--- config.mk ---
export PLATFORM = sky130hd
export DESIGN_NAME = tape_block_sync_deframer
export DESIGN_NICKNAME = d
export VERILOG_FILES = /design/src/hw/rtl/tbsd_pkg.sv /design/src/hw/rtl/tbsd_front.sv /design/src/hw/rtl/tbsd_queue.sv /design/src/hw/rtl/tbsd_back.sv /design/src/hw/rtl/tape_block_sync_deframer.sv
export SDC_FILE = /design/constraint.sdc
export NUM_CORES = 1
export LEC_CHECK = 0
export ABC_CLOCK_PERIOD_IN_PS = 3200
export BUFFER_PORTS_ARGS = -buffer_cell sky130_fd_sc_hd__buf_2
export CORE_ASPECT_RATIO = 2
export CORE_MARGIN = 4
export CORE_UTILIZATION = 50
export CTS_CLUSTER_DIAMETER = 50
export DETAILED_ROUTE_END_ITERATION = 16
export GPL_ROUTABILITY_DRIVEN = 0
export GPL_TIMING_DRIVEN = 0
export PLACE_DENSITY = 0.72
export SLEW_MARGIN = 20
export SYNTH_ARGS = -nofsm -noshare
export SYNTH_HDL_FRONTEND = slang
export SYNTH_SLANG_ARGS = --single-unit
export TNS_END_PERCENT = 5
--- constraint.sdc ---
create_clock -name clk -period 3.2 [get_ports clk]
set_input_delay 0.64 -clock clk [delete_from_list [all_inputs] [get_ports clk]]
set_output_delay 0.64 -clock clk [all_outputs]
set_load 0.05 [all_outputs]
--- src/hw/rtl/tbsd_pkg.sv ---
// Shared types and constants for the tape block sync deframer.
// Used by the front, queue and back modules and by the top level.
`default_nettype none
package tbsd_pkg;

	localparam int PREAMBLE_LEN = 16;

	// Index of the last preamble beat: leader bytes, two sync bytes, type.
	localparam int BURST_LAST = PREAMBLE_LEN + 2;
	localparam int BIDX_W = $clog2(BURST_LAST + 1);
	localparam logic [BIDX_W-1:0] BIDX_PRE = BIDX_W'(PREAMBLE_LEN);
	localparam logic [BIDX_W-1:0] BIDX_SYNC2 = BIDX_W'(PREAMBLE_LEN + 1);
	localparam logic [BIDX_W-1:0] BIDX_LAST = BIDX_W'(BURST_LAST);

	localparam int QDEPTH = 4;
	localparam int QPTR_W = $clog2(QDEPTH);
	localparam int QCNT_W = $clog2(QDEPTH + 1);

	localparam logic [7:0] BYTE_LEAD = 8'h01;
	localparam logic [7:0] BYTE_SYNC1 = 8'h3C;
	localparam logic [7:0] BYTE_SYNC2 = 8'h5A;
	localparam logic [7:0] TYPE_HDR = 8'h00;
	localparam logic [7:0] TYPE_FILE = 8'h01;
	localparam logic [7:0] TYPE_END = 8'hFF;
	localparam logic [7:0] MODE_TEXT = 8'hFF;
	localparam logic [7:0] LEADER_SAT = 8'hFF;
	localparam logic [7:0] HDR_BODY_CNT = 8'd15;
	localparam logic [7:0] END_BODY_CNT = 8'd1;
	localparam logic [7:0] MODE_POS = 8'd3;

	localparam logic [1:0] ROLE_PRE = 2'd0;
	localparam logic [1:0] ROLE_TYPE = 2'd1;
	localparam logic [1:0] ROLE_LEN = 2'd2;
	localparam logic [1:0] ROLE_BODY = 2'd3;

	localparam logic [1:0] KIND_HDR = 2'd0;
	localparam logic [1:0] KIND_FILE = 2'd1;
	localparam logic [1:0] KIND_END = 2'd2;

	localparam logic [1:0] CFG_LEADER_MIN = 2'd0;
	localparam logic [1:0] CFG_BINARY_GAP = 2'd1;
	localparam logic [1:0] CFG_TEXT_GAP = 2'd2;

	localparam logic [7:0] LEADER_MIN_RST = 8'd8;
	localparam logic [15:0] BINARY_GAP_RST = 16'd1000;
	localparam logic [15:0] TEXT_GAP_RST = 16'd2000;

	// One queued command: either a single result beat or a preamble burst.
	typedef struct packed {
		logic        burst;
		logic [7:0]  data;
		logic [1:0]  role;
		logic [1:0]  kind;
		logic        last;
		logic [15:0] gap;
		logic        status;
	} cmd_t;

	typedef struct packed {
		logic empty;
		logic full;
	} qstat_t;

endpackage
`default_nettype wire

--- src/hw/rtl/tbsd_front.sv ---
// Front end of the deframer: configuration registers, leader/sync hunt and
// block framing. Emits one command per accepted byte that causes output. Uses tbsd_pkg.
`default_nettype none
module tbsd_front import tbsd_pkg::*; (
	input  wire logic        clk,
	input  wire logic        arst_n,
	input  wire logic        cfg_we,
	input  wire logic [1:0]  cfg_index,
	input  wire logic [15:0] cfg_wdata,
	input  wire logic        accept,
	input  wire logic [7:0]  data_byte,
	input  wire logic        want_header,
	input  wire logic        stream_end,
	output cmd_t             push_cmd,
	output logic             push
);

	typedef enum logic [3:0] {
		SY_INIT  = 4'b0001,
		SY_LEAD  = 4'b0010,
		SY_GOT3C = 4'b0100,
		SY_GOT5A = 4'b1000
	} sync_t;

	typedef enum logic [2:0] {
		PH_SEARCH = 3'b001,
		PH_LEN    = 3'b010,
		PH_BODY   = 3'b100
	} phase_t;

	logic [7:0]  leader_min_q;
	logic [15:0] binary_gap_q;
	logic [15:0] text_gap_q;

	sync_t       sync_q, sync_d;
	phase_t      phase_q, phase_d;
	logic [7:0]  lead_cnt_q, lead_cnt_d;
	logic [7:0]  left_q, left_d;
	logic [1:0]  kind_q, kind_d;
	logic [7:0]  mode_q, mode_d;
	logic [7:0]  len_cnt;

	always_ff @(posedge clk or negedge arst_n) begin
		if (!arst_n) begin
			leader_min_q <= LEADER_MIN_RST;
			binary_gap_q <= BINARY_GAP_RST;
			text_gap_q <= TEXT_GAP_RST;
		end else if (cfg_we) begin
			unique case (cfg_index)
				CFG_LEADER_MIN: leader_min_q <= cfg_wdata[7:0];
				CFG_BINARY_GAP: binary_gap_q <= cfg_wdata;
				CFG_TEXT_GAP:   text_gap_q <= cfg_wdata;
				default: ;
			endcase
		end
	end

	always_comb begin
		if (kind_q == KIND_HDR) begin
			len_cnt = HDR_BODY_CNT;
		end else if (kind_q == KIND_END) begin
			len_cnt = END_BODY_CNT;
		end else begin
			len_cnt = data_byte - 8'd1;
		end
	end

	always_comb begin
		sync_d = sync_q;
		phase_d = phase_q;
		lead_cnt_d = lead_cnt_q;
		left_d = left_q;
		kind_d = kind_q;
		mode_d = mode_q;
		push = 1'b0;
		push_cmd = '0;
		push_cmd.data = data_byte;
		push_cmd.kind = kind_q;
		if (accept) begin
			if (stream_end) begin
				push = 1'b1;
				push_cmd.data = '0;
				push_cmd.role = ROLE_PRE;
				push_cmd.kind = (phase_q == PH_SEARCH) ? KIND_HDR : kind_q;
				push_cmd.last = 1'b1;
				push_cmd.status = 1'b1;
				sync_d = SY_INIT;
				phase_d = PH_SEARCH;
				lead_cnt_d = '0;
				left_d = '0;
			end else begin
				unique case (phase_q)
					PH_LEN: begin
						push = 1'b1;
						push_cmd.role = ROLE_LEN;
						if (len_cnt == '0) begin
							push_cmd.last = 1'b1;
							sync_d = SY_INIT;
							phase_d = PH_SEARCH;
							lead_cnt_d = '0;
							left_d = '0;
						end else begin
							left_d = len_cnt;
							phase_d = PH_BODY;
						end
					end
					PH_BODY: begin
						push = 1'b1;
						push_cmd.role = ROLE_BODY;
						if (kind_q == KIND_HDR && left_q == MODE_POS) begin
							mode_d = data_byte;
						end
						if (left_q <= 8'd1) begin
							push_cmd.last = 1'b1;
							if (kind_q == KIND_HDR) begin
								push_cmd.gap = (mode_q == MODE_TEXT) ? text_gap_q : binary_gap_q;
							end
							sync_d = SY_INIT;
							phase_d = PH_SEARCH;
							lead_cnt_d = '0;
							left_d = '0;
						end else begin
							left_d = left_q - 8'd1;
						end
					end
					PH_SEARCH: begin
						unique case (sync_q)
							SY_INIT: begin
								if (data_byte == BYTE_LEAD) begin
									lead_cnt_d = 8'd1;
									sync_d = SY_LEAD;
								end
							end
							SY_LEAD: begin
								if (data_byte == BYTE_LEAD) begin
									if (lead_cnt_q != LEADER_SAT) begin
										lead_cnt_d = lead_cnt_q + 8'd1;
									end
								end else if (data_byte == BYTE_SYNC1 &&
									lead_cnt_q >= leader_min_q) begin
									lead_cnt_d = '0;
									sync_d = SY_GOT3C;
								end else begin
									lead_cnt_d = '0;
									sync_d = SY_INIT;
								end
							end
							SY_GOT3C: begin
								if (data_byte == BYTE_LEAD) begin
									lead_cnt_d = 8'd1;
									sync_d = SY_LEAD;
								end else begin
									lead_cnt_d = '0;
									sync_d = (data_byte == BYTE_SYNC2) ? SY_GOT5A : SY_INIT;
								end
							end
							SY_GOT5A: begin
								lead_cnt_d = '0;
								sync_d = SY_INIT;
								// In header mode a 0x01 here restarts a leader run.
								if (want_header && data_byte == BYTE_LEAD) begin
									lead_cnt_d = 8'd1;
									sync_d = SY_LEAD;
								end else if ((want_header && data_byte == TYPE_HDR) ||
									(!want_header && (data_byte == TYPE_FILE ||
									data_byte == TYPE_END))) begin
									push = 1'b1;
									push_cmd.burst = 1'b1;
									push_cmd.role = ROLE_TYPE;
									if (want_header) begin
										push_cmd.kind = KIND_HDR;
									end else if (data_byte == TYPE_FILE) begin
										push_cmd.kind = KIND_FILE;
									end else begin
										push_cmd.kind = KIND_END;
									end
									kind_d = push_cmd.kind;
									phase_d = PH_LEN;
									left_d = '0;
								end
							end
							default: begin
								lead_cnt_d = '0;
								sync_d = SY_INIT;
							end
						endcase
					end
					default: begin
						sync_d = SY_INIT;
						phase_d = PH_SEARCH;
						lead_cnt_d = '0;
						left_d = '0;
					end
				endcase
			end
		end
	end

	always_ff @(posedge clk or negedge arst_n) begin
		if (!arst_n) begin
			sync_q <= SY_INIT;
			phase_q <= PH_SEARCH;
			lead_cnt_q <= '0;
			left_q <= '0;
			kind_q <= KIND_HDR;
			mode_q <= '0;
		end else begin
			sync_q <= sync_d;
			phase_q <= phase_d;
			lead_cnt_q <= lead_cnt_d;
			left_q <= left_d;
			kind_q <= kind_d;
			mode_q <= mode_d;
		end
	end

`ifndef NO_ASSERTIONS
	a_body_nonzero: assert property (@(posedge clk) disable iff (!arst_n)
		phase_q == PH_BODY |-> left_q != '0)
		else $error("body phase with no bytes left");
	a_search_idle: assert property (@(posedge clk) disable iff (!arst_n)
		phase_q != PH_SEARCH |-> sync_q == SY_INIT && lead_cnt_q == '0)
		else $error("sync hunt active inside a block");
	a_burst_starts_block: assert property (@(posedge clk) disable iff (!arst_n)
		push && push_cmd.burst |=> phase_q == PH_LEN)
		else $error("preamble burst did not open a block");
`endif

endmodule
`default_nettype wire

--- src/hw/rtl/tbsd_queue.sv ---
// Short command queue between the deframer front and back ends.
// Register array with read and write pointers. Uses tbsd_pkg.
`default_nettype none
module tbsd_queue import tbsd_pkg::*; (
	input  wire logic clk,
	input  wire logic arst_n,
	input  wire logic push,
	input  cmd_t      push_cmd,
	input  wire logic pop,
	output cmd_t      head,
	output qstat_t    stat
);

	cmd_t              mem_q [QDEPTH];
	logic [QPTR_W-1:0] wr_q;
	logic [QPTR_W-1:0] rd_q;
	logic [QCNT_W-1:0] cnt_q;
	logic              do_push;
	logic              do_pop;

	assign stat.empty = (cnt_q == '0);
	assign stat.full = (cnt_q == QCNT_W'(QDEPTH));
	assign do_push = push && !stat.full;
	assign do_pop = pop && !stat.empty;
	assign head = mem_q[rd_q];

	always_ff @(posedge clk) begin
		if (do_push) begin
			mem_q[wr_q] <= push_cmd;
		end
	end

	always_ff @(posedge clk or negedge arst_n) begin
		if (!arst_n) begin
			wr_q <= '0;
			rd_q <= '0;
			cnt_q <= '0;
		end else begin
			if (do_push) begin
				wr_q <= wr_q + QPTR_W'(1);
			end
			if (do_pop) begin
				rd_q <= rd_q + QPTR_W'(1);
			end
			unique case ({do_push, do_pop})
				2'b10:   cnt_q <= cnt_q + QCNT_W'(1);
				2'b01:   cnt_q <= cnt_q - QCNT_W'(1);
				default: cnt_q <= cnt_q;
			endcase
		end
	end

`ifndef NO_ASSERTIONS
	a_cnt_range: assert property (@(posedge clk) disable iff (!arst_n)
		cnt_q <= QCNT_W'(QDEPTH))
		else $error("queue count out of range");
	a_ptr_gap: assert property (@(posedge clk) disable iff (!arst_n)
		!stat.empty && !stat.full |-> wr_q != rd_q)
		else $error("queue pointers disagree with count");
	a_no_overflow: assert property (@(posedge clk) disable iff (!arst_n)
		stat.full && !do_pop |=> stat.full)
		else $error("full queue lost an entry");
`endif

endmodule
`default_nettype wire

--- src/hw/rtl/tbsd_back.sv ---
// Back end of the deframer: expands queued commands into result beats and
// holds them in the output register until taken. Uses tbsd_pkg.
`default_nettype none
module tbsd_back import tbsd_pkg::*; (
	input  wire logic        clk,
	input  wire logic        arst_n,
	input  cmd_t             head,
	input  qstat_t           stat,
	output logic             pop,
	input  wire logic        m_tready,
	output logic             m_tvalid,
	output logic [7:0]       out_byte,
	output logic [1:0]       byte_role,
	output logic [1:0]       block_kind,
	output logic             last_of_block,
	output logic [15:0]      gap_ms,
	output logic             status
);

	logic              valid_q;
	logic [BIDX_W-1:0] idx_q;
	logic              load;
	cmd_t              beat;

	assign load = !stat.empty && (!valid_q || m_tready);
	assign pop = load && (!head.burst || idx_q == BIDX_LAST);

	always_comb begin
		beat = head;
		if (head.burst) begin
			beat.last = 1'b0;
			beat.gap = '0;
			beat.status = 1'b0;
			beat.role = ROLE_PRE;
			if (idx_q < BIDX_PRE) begin
				beat.data = BYTE_LEAD;
			end else if (idx_q == BIDX_PRE) begin
				beat.data = BYTE_SYNC1;
			end else if (idx_q == BIDX_SYNC2) begin
				beat.data = BYTE_SYNC2;
			end else begin
				beat.role = ROLE_TYPE;
			end
		end
	end

	always_ff @(posedge clk or negedge arst_n) begin
		if (!arst_n) begin
			valid_q <= 1'b0;
			idx_q <= '0;
		end else begin
			if (load) begin
				valid_q <= 1'b1;
			end else if (m_tready) begin
				valid_q <= 1'b0;
			end
			if (load) begin
				idx_q <= pop ? '0 : idx_q + BIDX_W'(1);
			end
		end
	end

	always_ff @(posedge clk) begin
		if (load) begin
			out_byte <= beat.data;
			byte_role <= beat.role;
			block_kind <= beat.kind;
			last_of_block <= beat.last;
			gap_ms <= beat.gap;
			status <= beat.status;
		end
	end

	assign m_tvalid = valid_q;

`ifndef NO_ASSERTIONS
	a_idx_range: assert property (@(posedge clk) disable iff (!arst_n)
		idx_q <= BIDX_LAST)
		else $error("burst index out of range");
	a_burst_held: assert property (@(posedge clk) disable iff (!arst_n)
		idx_q != '0 |-> !stat.empty && head.burst)
		else $error("burst left the queue head early");
	a_status_last: assert property (@(posedge clk) disable iff (!arst_n)
		valid_q && status |-> last_of_block)
		else $error("error beat not marked last");
`endif

endmodule
`default_nettype wire

--- src/hw/rtl/tape_block_sync_deframer.sv ---
// Top level of the tape block sync deframer.
// Connects front, queue and back; uses tbsd_pkg.
//
// Usage: tape image bytes enter on the s_ stream, one per beat; regenerated
// block bytes leave on the m_ stream. The cfg port writes leader_min (0),
// binary_gap_ms (1) and text_gap_ms (2); write these only while the block is
// idle, which the block does not enforce. Each single result passes through
// the command queue and output register. A block type byte that completes sync
// causes a burst of PREAMBLE_LEN + 3 beats (19 by default) from the back end;
// beats pass at one per cycle while m_tready is high. The front end accepts a
// byte each cycle while the four-entry command queue has room, so input stalls
// only while a preamble burst drains or when the receiver holds m_tready low.
// A stalled receiver keeps the current beat in the output register; the queue
// then fills and s_tready falls. Asynchronous reset empties the queue and
// output register, restores the register defaults and restarts the hunt.
`default_nettype none
module tape_block_sync_deframer import tbsd_pkg::*; (
	input  wire logic        clk,
	input  wire logic        arst_n,
	input  wire logic        cfg_we,
	input  wire logic [1:0]  cfg_index,
	input  wire logic [15:0] cfg_wdata,
	input  wire logic        s_tvalid,
	output logic             s_tready,
	input  wire logic [7:0]  s_tdata,   // [7:0] data_byte
	input  wire logic        s_tuser,   // [0] want_header
	input  wire logic        s_tlast,   // stream_end
	output logic             m_tvalid,
	input  wire logic        m_tready,
	output logic [31:0]      m_tdata,   // [7:0] out_byte, [23:8] gap_ms, [24] status
	output logic [3:0]       m_tuser,   // [1:0] byte_role, [3:2] block_kind
	output logic             m_tlast    // last_of_block
);

	cmd_t        push_cmd;
	cmd_t        head;
	qstat_t      stat;
	logic        push;
	logic        pop;
	logic        accept;
	logic [7:0]  out_byte;
	logic [1:0]  byte_role;
	logic [1:0]  block_kind;
	logic [15:0] gap_ms;
	logic        status;

	assign s_tready = !stat.full;
	assign accept = s_tvalid && s_tready;

	tbsd_front u_front (
		.clk         (clk),
		.arst_n      (arst_n),
		.cfg_we      (cfg_we),
		.cfg_index   (cfg_index),
		.cfg_wdata   (cfg_wdata),
		.accept      (accept),
		.data_byte   (s_tdata),
		.want_header (s_tuser),
		.stream_end  (s_tlast),
		.push_cmd    (push_cmd),
		.push        (push)
	);

	tbsd_queue u_queue (
		.clk      (clk),
		.arst_n   (arst_n),
		.push     (push),
		.push_cmd (push_cmd),
		.pop      (pop),
		.head     (head),
		.stat     (stat)
	);

	tbsd_back u_back (
		.clk           (clk),
		.arst_n        (arst_n),
		.head          (head),
		.stat          (stat),
		.pop           (pop),
		.m_tready      (m_tready),
		.m_tvalid      (m_tvalid),
		.out_byte      (out_byte),
		.byte_role     (byte_role),
		.block_kind    (block_kind),
		.last_of_block (m_tlast),
		.gap_ms        (gap_ms),
		.status        (status)
	);

	assign m_tdata = {7'd0, status, gap_ms, out_byte};
	assign m_tuser = {block_kind, byte_role};

endmodule
`default_nettype wire

After elaboration in Yosys (flattened, before gate mapping)
Memory sizes are Yosys's and may differ from the RTL's.
Index checks and enable logic that the tools add are counted.
{"block": "op_classes", "eq_ne": 31, "mux": 77, "bitwise_logic": 2, "order_cmp": 3, "n_reduce_logical": 36, "add_sub_neg": 8}
{"op": "$mux W8", "count": 18}
{"op": "$mux W16", "count": 4}
{"op": "$pmux W8 S3", "count": 2}
{"op": "$mux W4", "count": 9}
{"op": "$pmux W8 S4", "count": 1}
{"op": "$mux W31", "count": 1}
{"op": "$mux W3", "count": 8}
{"op": "$mux W17", "count": 1}
{"op": "$eq A8 B8 Y1 const B", "count": 2}
{"op": "$logic_not A8 Y1", "count": 2}
{"op": "$mux W1", "count": 16}
{"op": "$pmux W4 S4", "count": 1}
{"op": "$sub A8 B1 Y8 const B", "count": 2}
{"op": "$eq A5 B5 Y1 const B", "count": 3}
{"op": "$reduce_and A5 Y1", "count": 3}
{"op": "$mux W2", "count": 7}
{"op": "$pmux W4 S3", "count": 1}
{"op": "$logic_and A1 B1 Y1", "count": 10}
{"op": "$mux W10", "count": 1}
{"op": "$mux W5", "count": 2}
{"op": "$ne A3 B3 Y1 const B", "count": 3}
{"op": "$pmux W3 S3", "count": 1}
{"op": "$add A8 B1 Y8 const B", "count": 1}
{"op": "$eq A8 B1 Y1 const B", "count": 1}
{"op": "other kinds (36)", "count": 57}
{"block": "totals", "regBits": 116, "input_bits": 33, "ram_bits": 124, "n_memories": 1, "output_inout_bits": 39, "word_cells": 178}
{"memory": "u_queue.mem_q", "depth": 4, "word_bits": 31, "rd": 1, "rd_ports_with_merged_regs": 0, "write_ports": 1, "line": "tbsd_queue.sv:14", "text": "cmd_t mem_q [QDEPTH];"}

Longest topological paths before layout
{"block": "depth", "ltp_word": 13, "depth_mapped": 13}

Hierarchy
Synthesis repeated with hierarchy kept, for this count alone.
{"block": "unflattened", "cells_unflattened": 783, "area_unflattened_um2": 11157.0}
{"module": "tbsd_queue", "n_inst": 1, "cells_per_inst": 199, "seq_area_each_um2": 3898.7, "area_each_um2": 4941.0}
{"module": "tbsd_front", "n_inst": 1, "cells_per_inst": 454, "seq_area_each_um2": 1845.5, "area_each_um2": 4548.1}
{"module": "tbsd_back", "n_inst": 1, "cells_per_inst": 119, "seq_area_each_um2": 1051.0, "area_each_um2": 1594.0}
{"module": "tape_block_sync_deframer", "n_inst": 1, "cells_per_inst": 11, "seq_area_each_um2": 0.0, "area_each_um2": 73.8}

Worst setup path after synthesis
No wires, ideal clock.
{"block": "synth_timing", "kind": "input-to-reg", "startpoint": "in s_tdata[2]", "endpoint": "mem u_queue.mem_q[0][0] (netlist name) (enable)", "cell_stages": 7, "setup_slack_ps": -241, "t_required_ps": 2809, "t_arrival_ps": 3050, "setup_ps": 391, "path_buffers": 2, "cell_sequence": "buf_4 -> or3_4 -> buf_6 -> o41ai_1 -> o311ai_1 -> o21ai_2 -> and2_1"}
{"block": "synth_via", "elab_chain_len": 13, "elab_cells_between_ends": 17, "cone_classes": "eq/ne (2); mux (8); reduce/logical (7)"}
{"element": "start, declared", "line": "tape_block_sync_deframer.sv:25", "text": "input wire logic [7:0] s_tdata,"}
{"element": "$eq A8 B1 Y1 / $eq A8 B8 Y1 (equally long branches)", "line": "tbsd_front.sv:161, tbsd_front.sv:165, tbsd_front.sv:166"}
{"element": "$logic_or A1 B1 Y1", "line": "tbsd_front.sv:165", "text": "(!want_header && (data_byte == TYPE_FILE ||"}
{"element": "$logic_and A1 B1 Y1", "line": "tbsd_front.sv:165"}
{"element": "$logic_or A1 B1 Y1", "line": "tbsd_front.sv:164", "text": "end else if ((want_header && data_byte == TYPE_HDR) ||"}
{"element": "$mux W1", "line": "tbsd_front.sv:164"}
{"element": "$mux W1 *", "line": "tbsd_front.sv:161", "text": "if (want_header && data_byte == BYTE_LEAD) begin"}
{"element": "$mux W1 *", "line": "tbsd_front.sv:127", "text": "unique case (sync_q)"}
{"element": "$pmux W1 S2 *", "line": "tbsd_front.sv:92", "text": "unique case (phase_q)"}
{"element": "$mux W1 *", "line": "tbsd_front.sv:80", "text": "if (stream_end) begin"}
{"element": "$mux W1 *", "line": "tbsd_front.sv:79", "text": "if (accept) begin"}
{"element": "$logic_and A1 B1 Y1 *", "line": "tbsd_queue.sv:23", "text": "assign do_push = push && !stat.full;"}
{"element": "$mux W1 *", "line": "tbsd_queue.sv:28", "text": "if (do_push) begin"}
{"element": "$mux W1 (implied by the code) *", "line": "tbsd_queue.sv:29", "text": "mem_q[wr_q] <= push_cmd;"}
{"element": "end, declared", "line": "tbsd_queue.sv:14"}
Mark *: on every way between the ends. The rest lies on a longest branch, timed or not.

Final worst setup path
{"block": "layout_timing", "startpoint": "in s_tdata[2]", "endpoint": "mem u_queue.mem_q[2][12] (netlist name) (enable)"}
Same word-level chain as after synthesis.

==> impl_metrics.json <==
{
  "status": "finished, final reports clean",
  "clockPowerShare_pct": 26.8,
  "gr-usage-all-layers_pct": 18.1,
  "cts_root_buffer": "clkbuf_16",
  "cts_tree": "yes",
  "finalMaxSlewViolations": 0,
  "wl_met2_um": 12200,
  "area_delta_synth_final_pct": 14.0,
  "core_area_sq_mm": 0.0215,
  "synth_common_cells": "edfxtp_1 (154), dfrtp_1 (71), nor2_1 (57)",
  "drc": 0,
  "reg2reg_from": "u_front.left_q[3]",
  "cts.htree.levels": 1,
  "drt_iter0_markers": 309,
  "fin_crit_ns": 2.97,
  "hpwl_um": 15900,
  "synth_ff_type": "edfxtp_1",
  "max_slew_margin_pct": 32.1,
  "p_per_area_mw_per_mm2": 801,
  "p_switching_w": 0.00327,
  "hold_path.class": "in2async",
  "routedLengthMet1_um": 7520,
  "antenna_cells": 0,
  "cp-start-kind": "input pin",
  "avgSynthCellArea_sq_um": 13.9,
  "hold_viol": 0,
  "path_clk_slew_ns": 0.07,
  "synth_top_area_share_pct": 42.4,
  "setup_viol": 0,
  "drive_gt1_share_pct": 25.2,
  "numPortBuffers": 59,
  "regArea_sq_mm": 0.00680,
  "switching_share_pct": 32.8,
  "finalPower_w": 0.00996,
  "pwr-share-seq_pct": 42.4,
  "post_drt_via_cell_ratio": 5.61,
  "overflow": 0,
  "required_ns": 3.41,
  "clockBufferDepth": 3,
  "holdWs_ns": 0.160,
  "wl_per_cell_um": 18.3,
  "yosysSeqAreaShare_pct": 62.3,
  "r2r_cells": 5,
  "syn_inst": 786,
  "ios": 72,
  "arrival_ns": 3.17,
  "die_area_sq_mm": 0.0244,
  "yosysMostFrequentCell": "edfxtp_1",
  "worstPathMaxFanout": 16,
  "worst_slew_pin_slew_ns": 1.01,
  "period_share_pct": 92.7,
  "worstSetupPathType": "in2reg",
  "peakVddDrop_v": 0.000491,
  "yosys.area.top_type": "edfxtp_1",
  "fp.dieW_um": 112,
  "r2r_slack_ns": 0.31,
  "clkLatencyLatePin_ns": 0.50,
  "synth.distinct_cells": 73,
  "grt_max_degree": 49,
  "fmax_mhz": 337,
  "yosysWarnings": 0,
  "synth_area_leaders": "edfxtp_1 (42%), dfrtp_1 (16%), mux4_2 (6.2%)",
  "final_nets": 938,
  "max-cap-violations": 0,
  "grt_pass1_vias": 6824,
  "intPower_w": 0.00669,
  "multi_input_area_sq_mm": 0.00383,
  "ys_async_sr_fraction_pct": 35.8,
  "post_cts_buffers": 0,
  "ys_seq_elements": 240,
  "end_kind": "register",
  "die_h_um": 217,
  "nFillCells": 1748,
  "cts_sinks": 240,
  "grt_pass1_wl_um": 35100,
  "postRouteAntennaNets": 0,
  "dr.max_layer_used": "met4",
  "synth_area_sq_mm": 0.0109,
  "num_rows": 76,
  "routed-via-count": 6537,
  "wl_um": 21300,
  "cts_buffers": 21,
  "p_leak_nw": 4.70,
  "antenna_found_initial": 0,
  "p_comb_share_pct": 30.8,
  "rsz0062_at_grt": "no",
  "met3_length_um": 765,
  "fin_worst_skew_ns": 0.0139,
  "synth_edf_count": 154,
  "initial_core_util_pct": 50.7,
  "regToRegEndpoint": "u_front.sync_q[2]",
  "drtPass1Iterations": 5
}
## metrics by stage
step / cell area (sq um) / util (%) / setup TNS [ns] / setup slack [ns] / cells
floorplan: 10900 / - / -22.43 / -0.241 / 792
global placement: 11600 / 53.8 / -130.00 / -1.19 / 1124
detailed placement: 11700 / 54.3 / -53.06 / -0.586 / 1128
CTS: 12400 / 57.8 / 0 / 0.0269 / 1165
global route: 12400 / 57.8 / 0 / 0.0175 / 1165
finish: 12400 / 57.8 / 0 / 0.234 / 1165
## worst max path at each step
| stage | from | endpoint | slack [ns] | cells past startpoint |
|---|---|---|---|---|
| after global placement | s_tdata[2] | u_queue.mem_q[1][12] | -1.19 | 7 |
| after global routing | s_tdata[6] | u_queue.cnt_q[2] | 0.02 | 13 |
| after detailed placement | s_tdata[2] | u_queue.mem_q[0][10] | -0.59 | 7 |
| after CTS | s_tdata[2] | u_queue.mem_q[2][30] | 0.03 | 8 |
| final | s_tdata[2] | u_queue.mem_q[2][12] | 0.23 | 8 |
| after floorplan | s_tdata[2] | u_queue.mem_q[1][0] | -0.24 | 7 |
## power groups by stage
| stage | Combinational, W | Clock, W | Sequential [W] |
|---|---|---|---|
| 2_1_floorplan | 0.00168 | 0 | 0.00495 |
| 3_3_place_gp | 0.00302 | 0 | 0.00427 |
| 3_5_place_dp | 0.00311 | 0 | 0.00429 |
| 4_1_cts | 0.00312 | 0.00273 | 0.00423 |
| 5_1_grt | 0.00335 | 0.00287 | 0.00429 |
| 6_report | 0.00307 | 0.00267 | 0.00422 |
## area by class of cell
type / count / area share, %
sequential: 240 / 54.7
multi-input combinational: 478 / 30.8
clock buffer: 25 / 4.51
timing repair buffer: 63 / 3.16
tap: 273 / 2.75
buffer: 45 / 1.84
clock inverter: 12 / 1.38
inverter: 29 / 0.876
## worst max-delay path, cell delays in order
cell	delay [ns]
buf_4	0.15
or3_4	0.37
buf_6	0.15
o41ai_2	0.43
o311ai_1	0.22
o21ai_2	0.40
and2_2	0.57
buf_16	0.22
## registers in the layout (all words and copies together) (netlist names), 3 cells and up
register,count
u_back.out_byte,8
u_back.idx_q,5
u_front.mode_q,8
u_queue.cnt_q,3
u_front.lead_cnt_q,8
u_front.phase_q,3
u_front.text_gap_q,16
u_back.gap_ms,16
u_front.binary_gap_q,16
u_front.leader_min_q,8
u_front.sync_q,4
u_front.left_q,8
u_queue.mem_q,124
## layout by cell type, fill, tap and decap left out, types with 7 or more instances in the layout
master     instances
dfstp_2           15
buf_2             61
nor3_1             7
mux2_2            43
nor2_1            57
xor2_1             7
buf_4             10
edfxtp_1         154
and2_1            24
nand3_1           13
nand2_1           44
a21oi_1           23
mux4_2            30
mux2i_1           20
o21ai_0           42
a31oi_1           11
clkbuf_16         21
ha_1              26
nor4_1             8
conb_1             7
nand4_1            9
dfrtp_1           71
inv_1             28
o22a_1             8
o31ai_1            7
clkbuf_1          30
## timing repair
item / in CTS / in global routing
hold buffers: 0 / 0
endpoints found under the setup margin: 48 / 38
cloned: 0 / 0
gates resized for setup: 2 / 2
## routing by layer
metal	GRT usage, %	up-vias
li1	-	3116
met5	0	-
met3	2.14	44
met4	7.74	0
met2	35.1	156
met1	19.2	3221
## logic make-up (layout without fill, tap and decap cells)
| group | Yosys count | count (layout) | synth area share (%) |
|---|---|---|---|
| AOI/OAI and AO/OA | 125 | 125 | 7.45 |
| xor gates and xnor gates | 13 | 13 | 1.04 |
| adders and majority gates | 27 | 27 | 3.17 |
| buffers and inverters | 74 | 174 | 3.10 |
| DFF | 240 | 240 | 62.3 |
| muxes | 93 | 93 | 12.5 |
| other | 1 | 7 | 0.0344 |
| and+or+nand+nor | 213 | 213 | 10.4 |
Note: power is estimated with default switching activity, not from simulation.
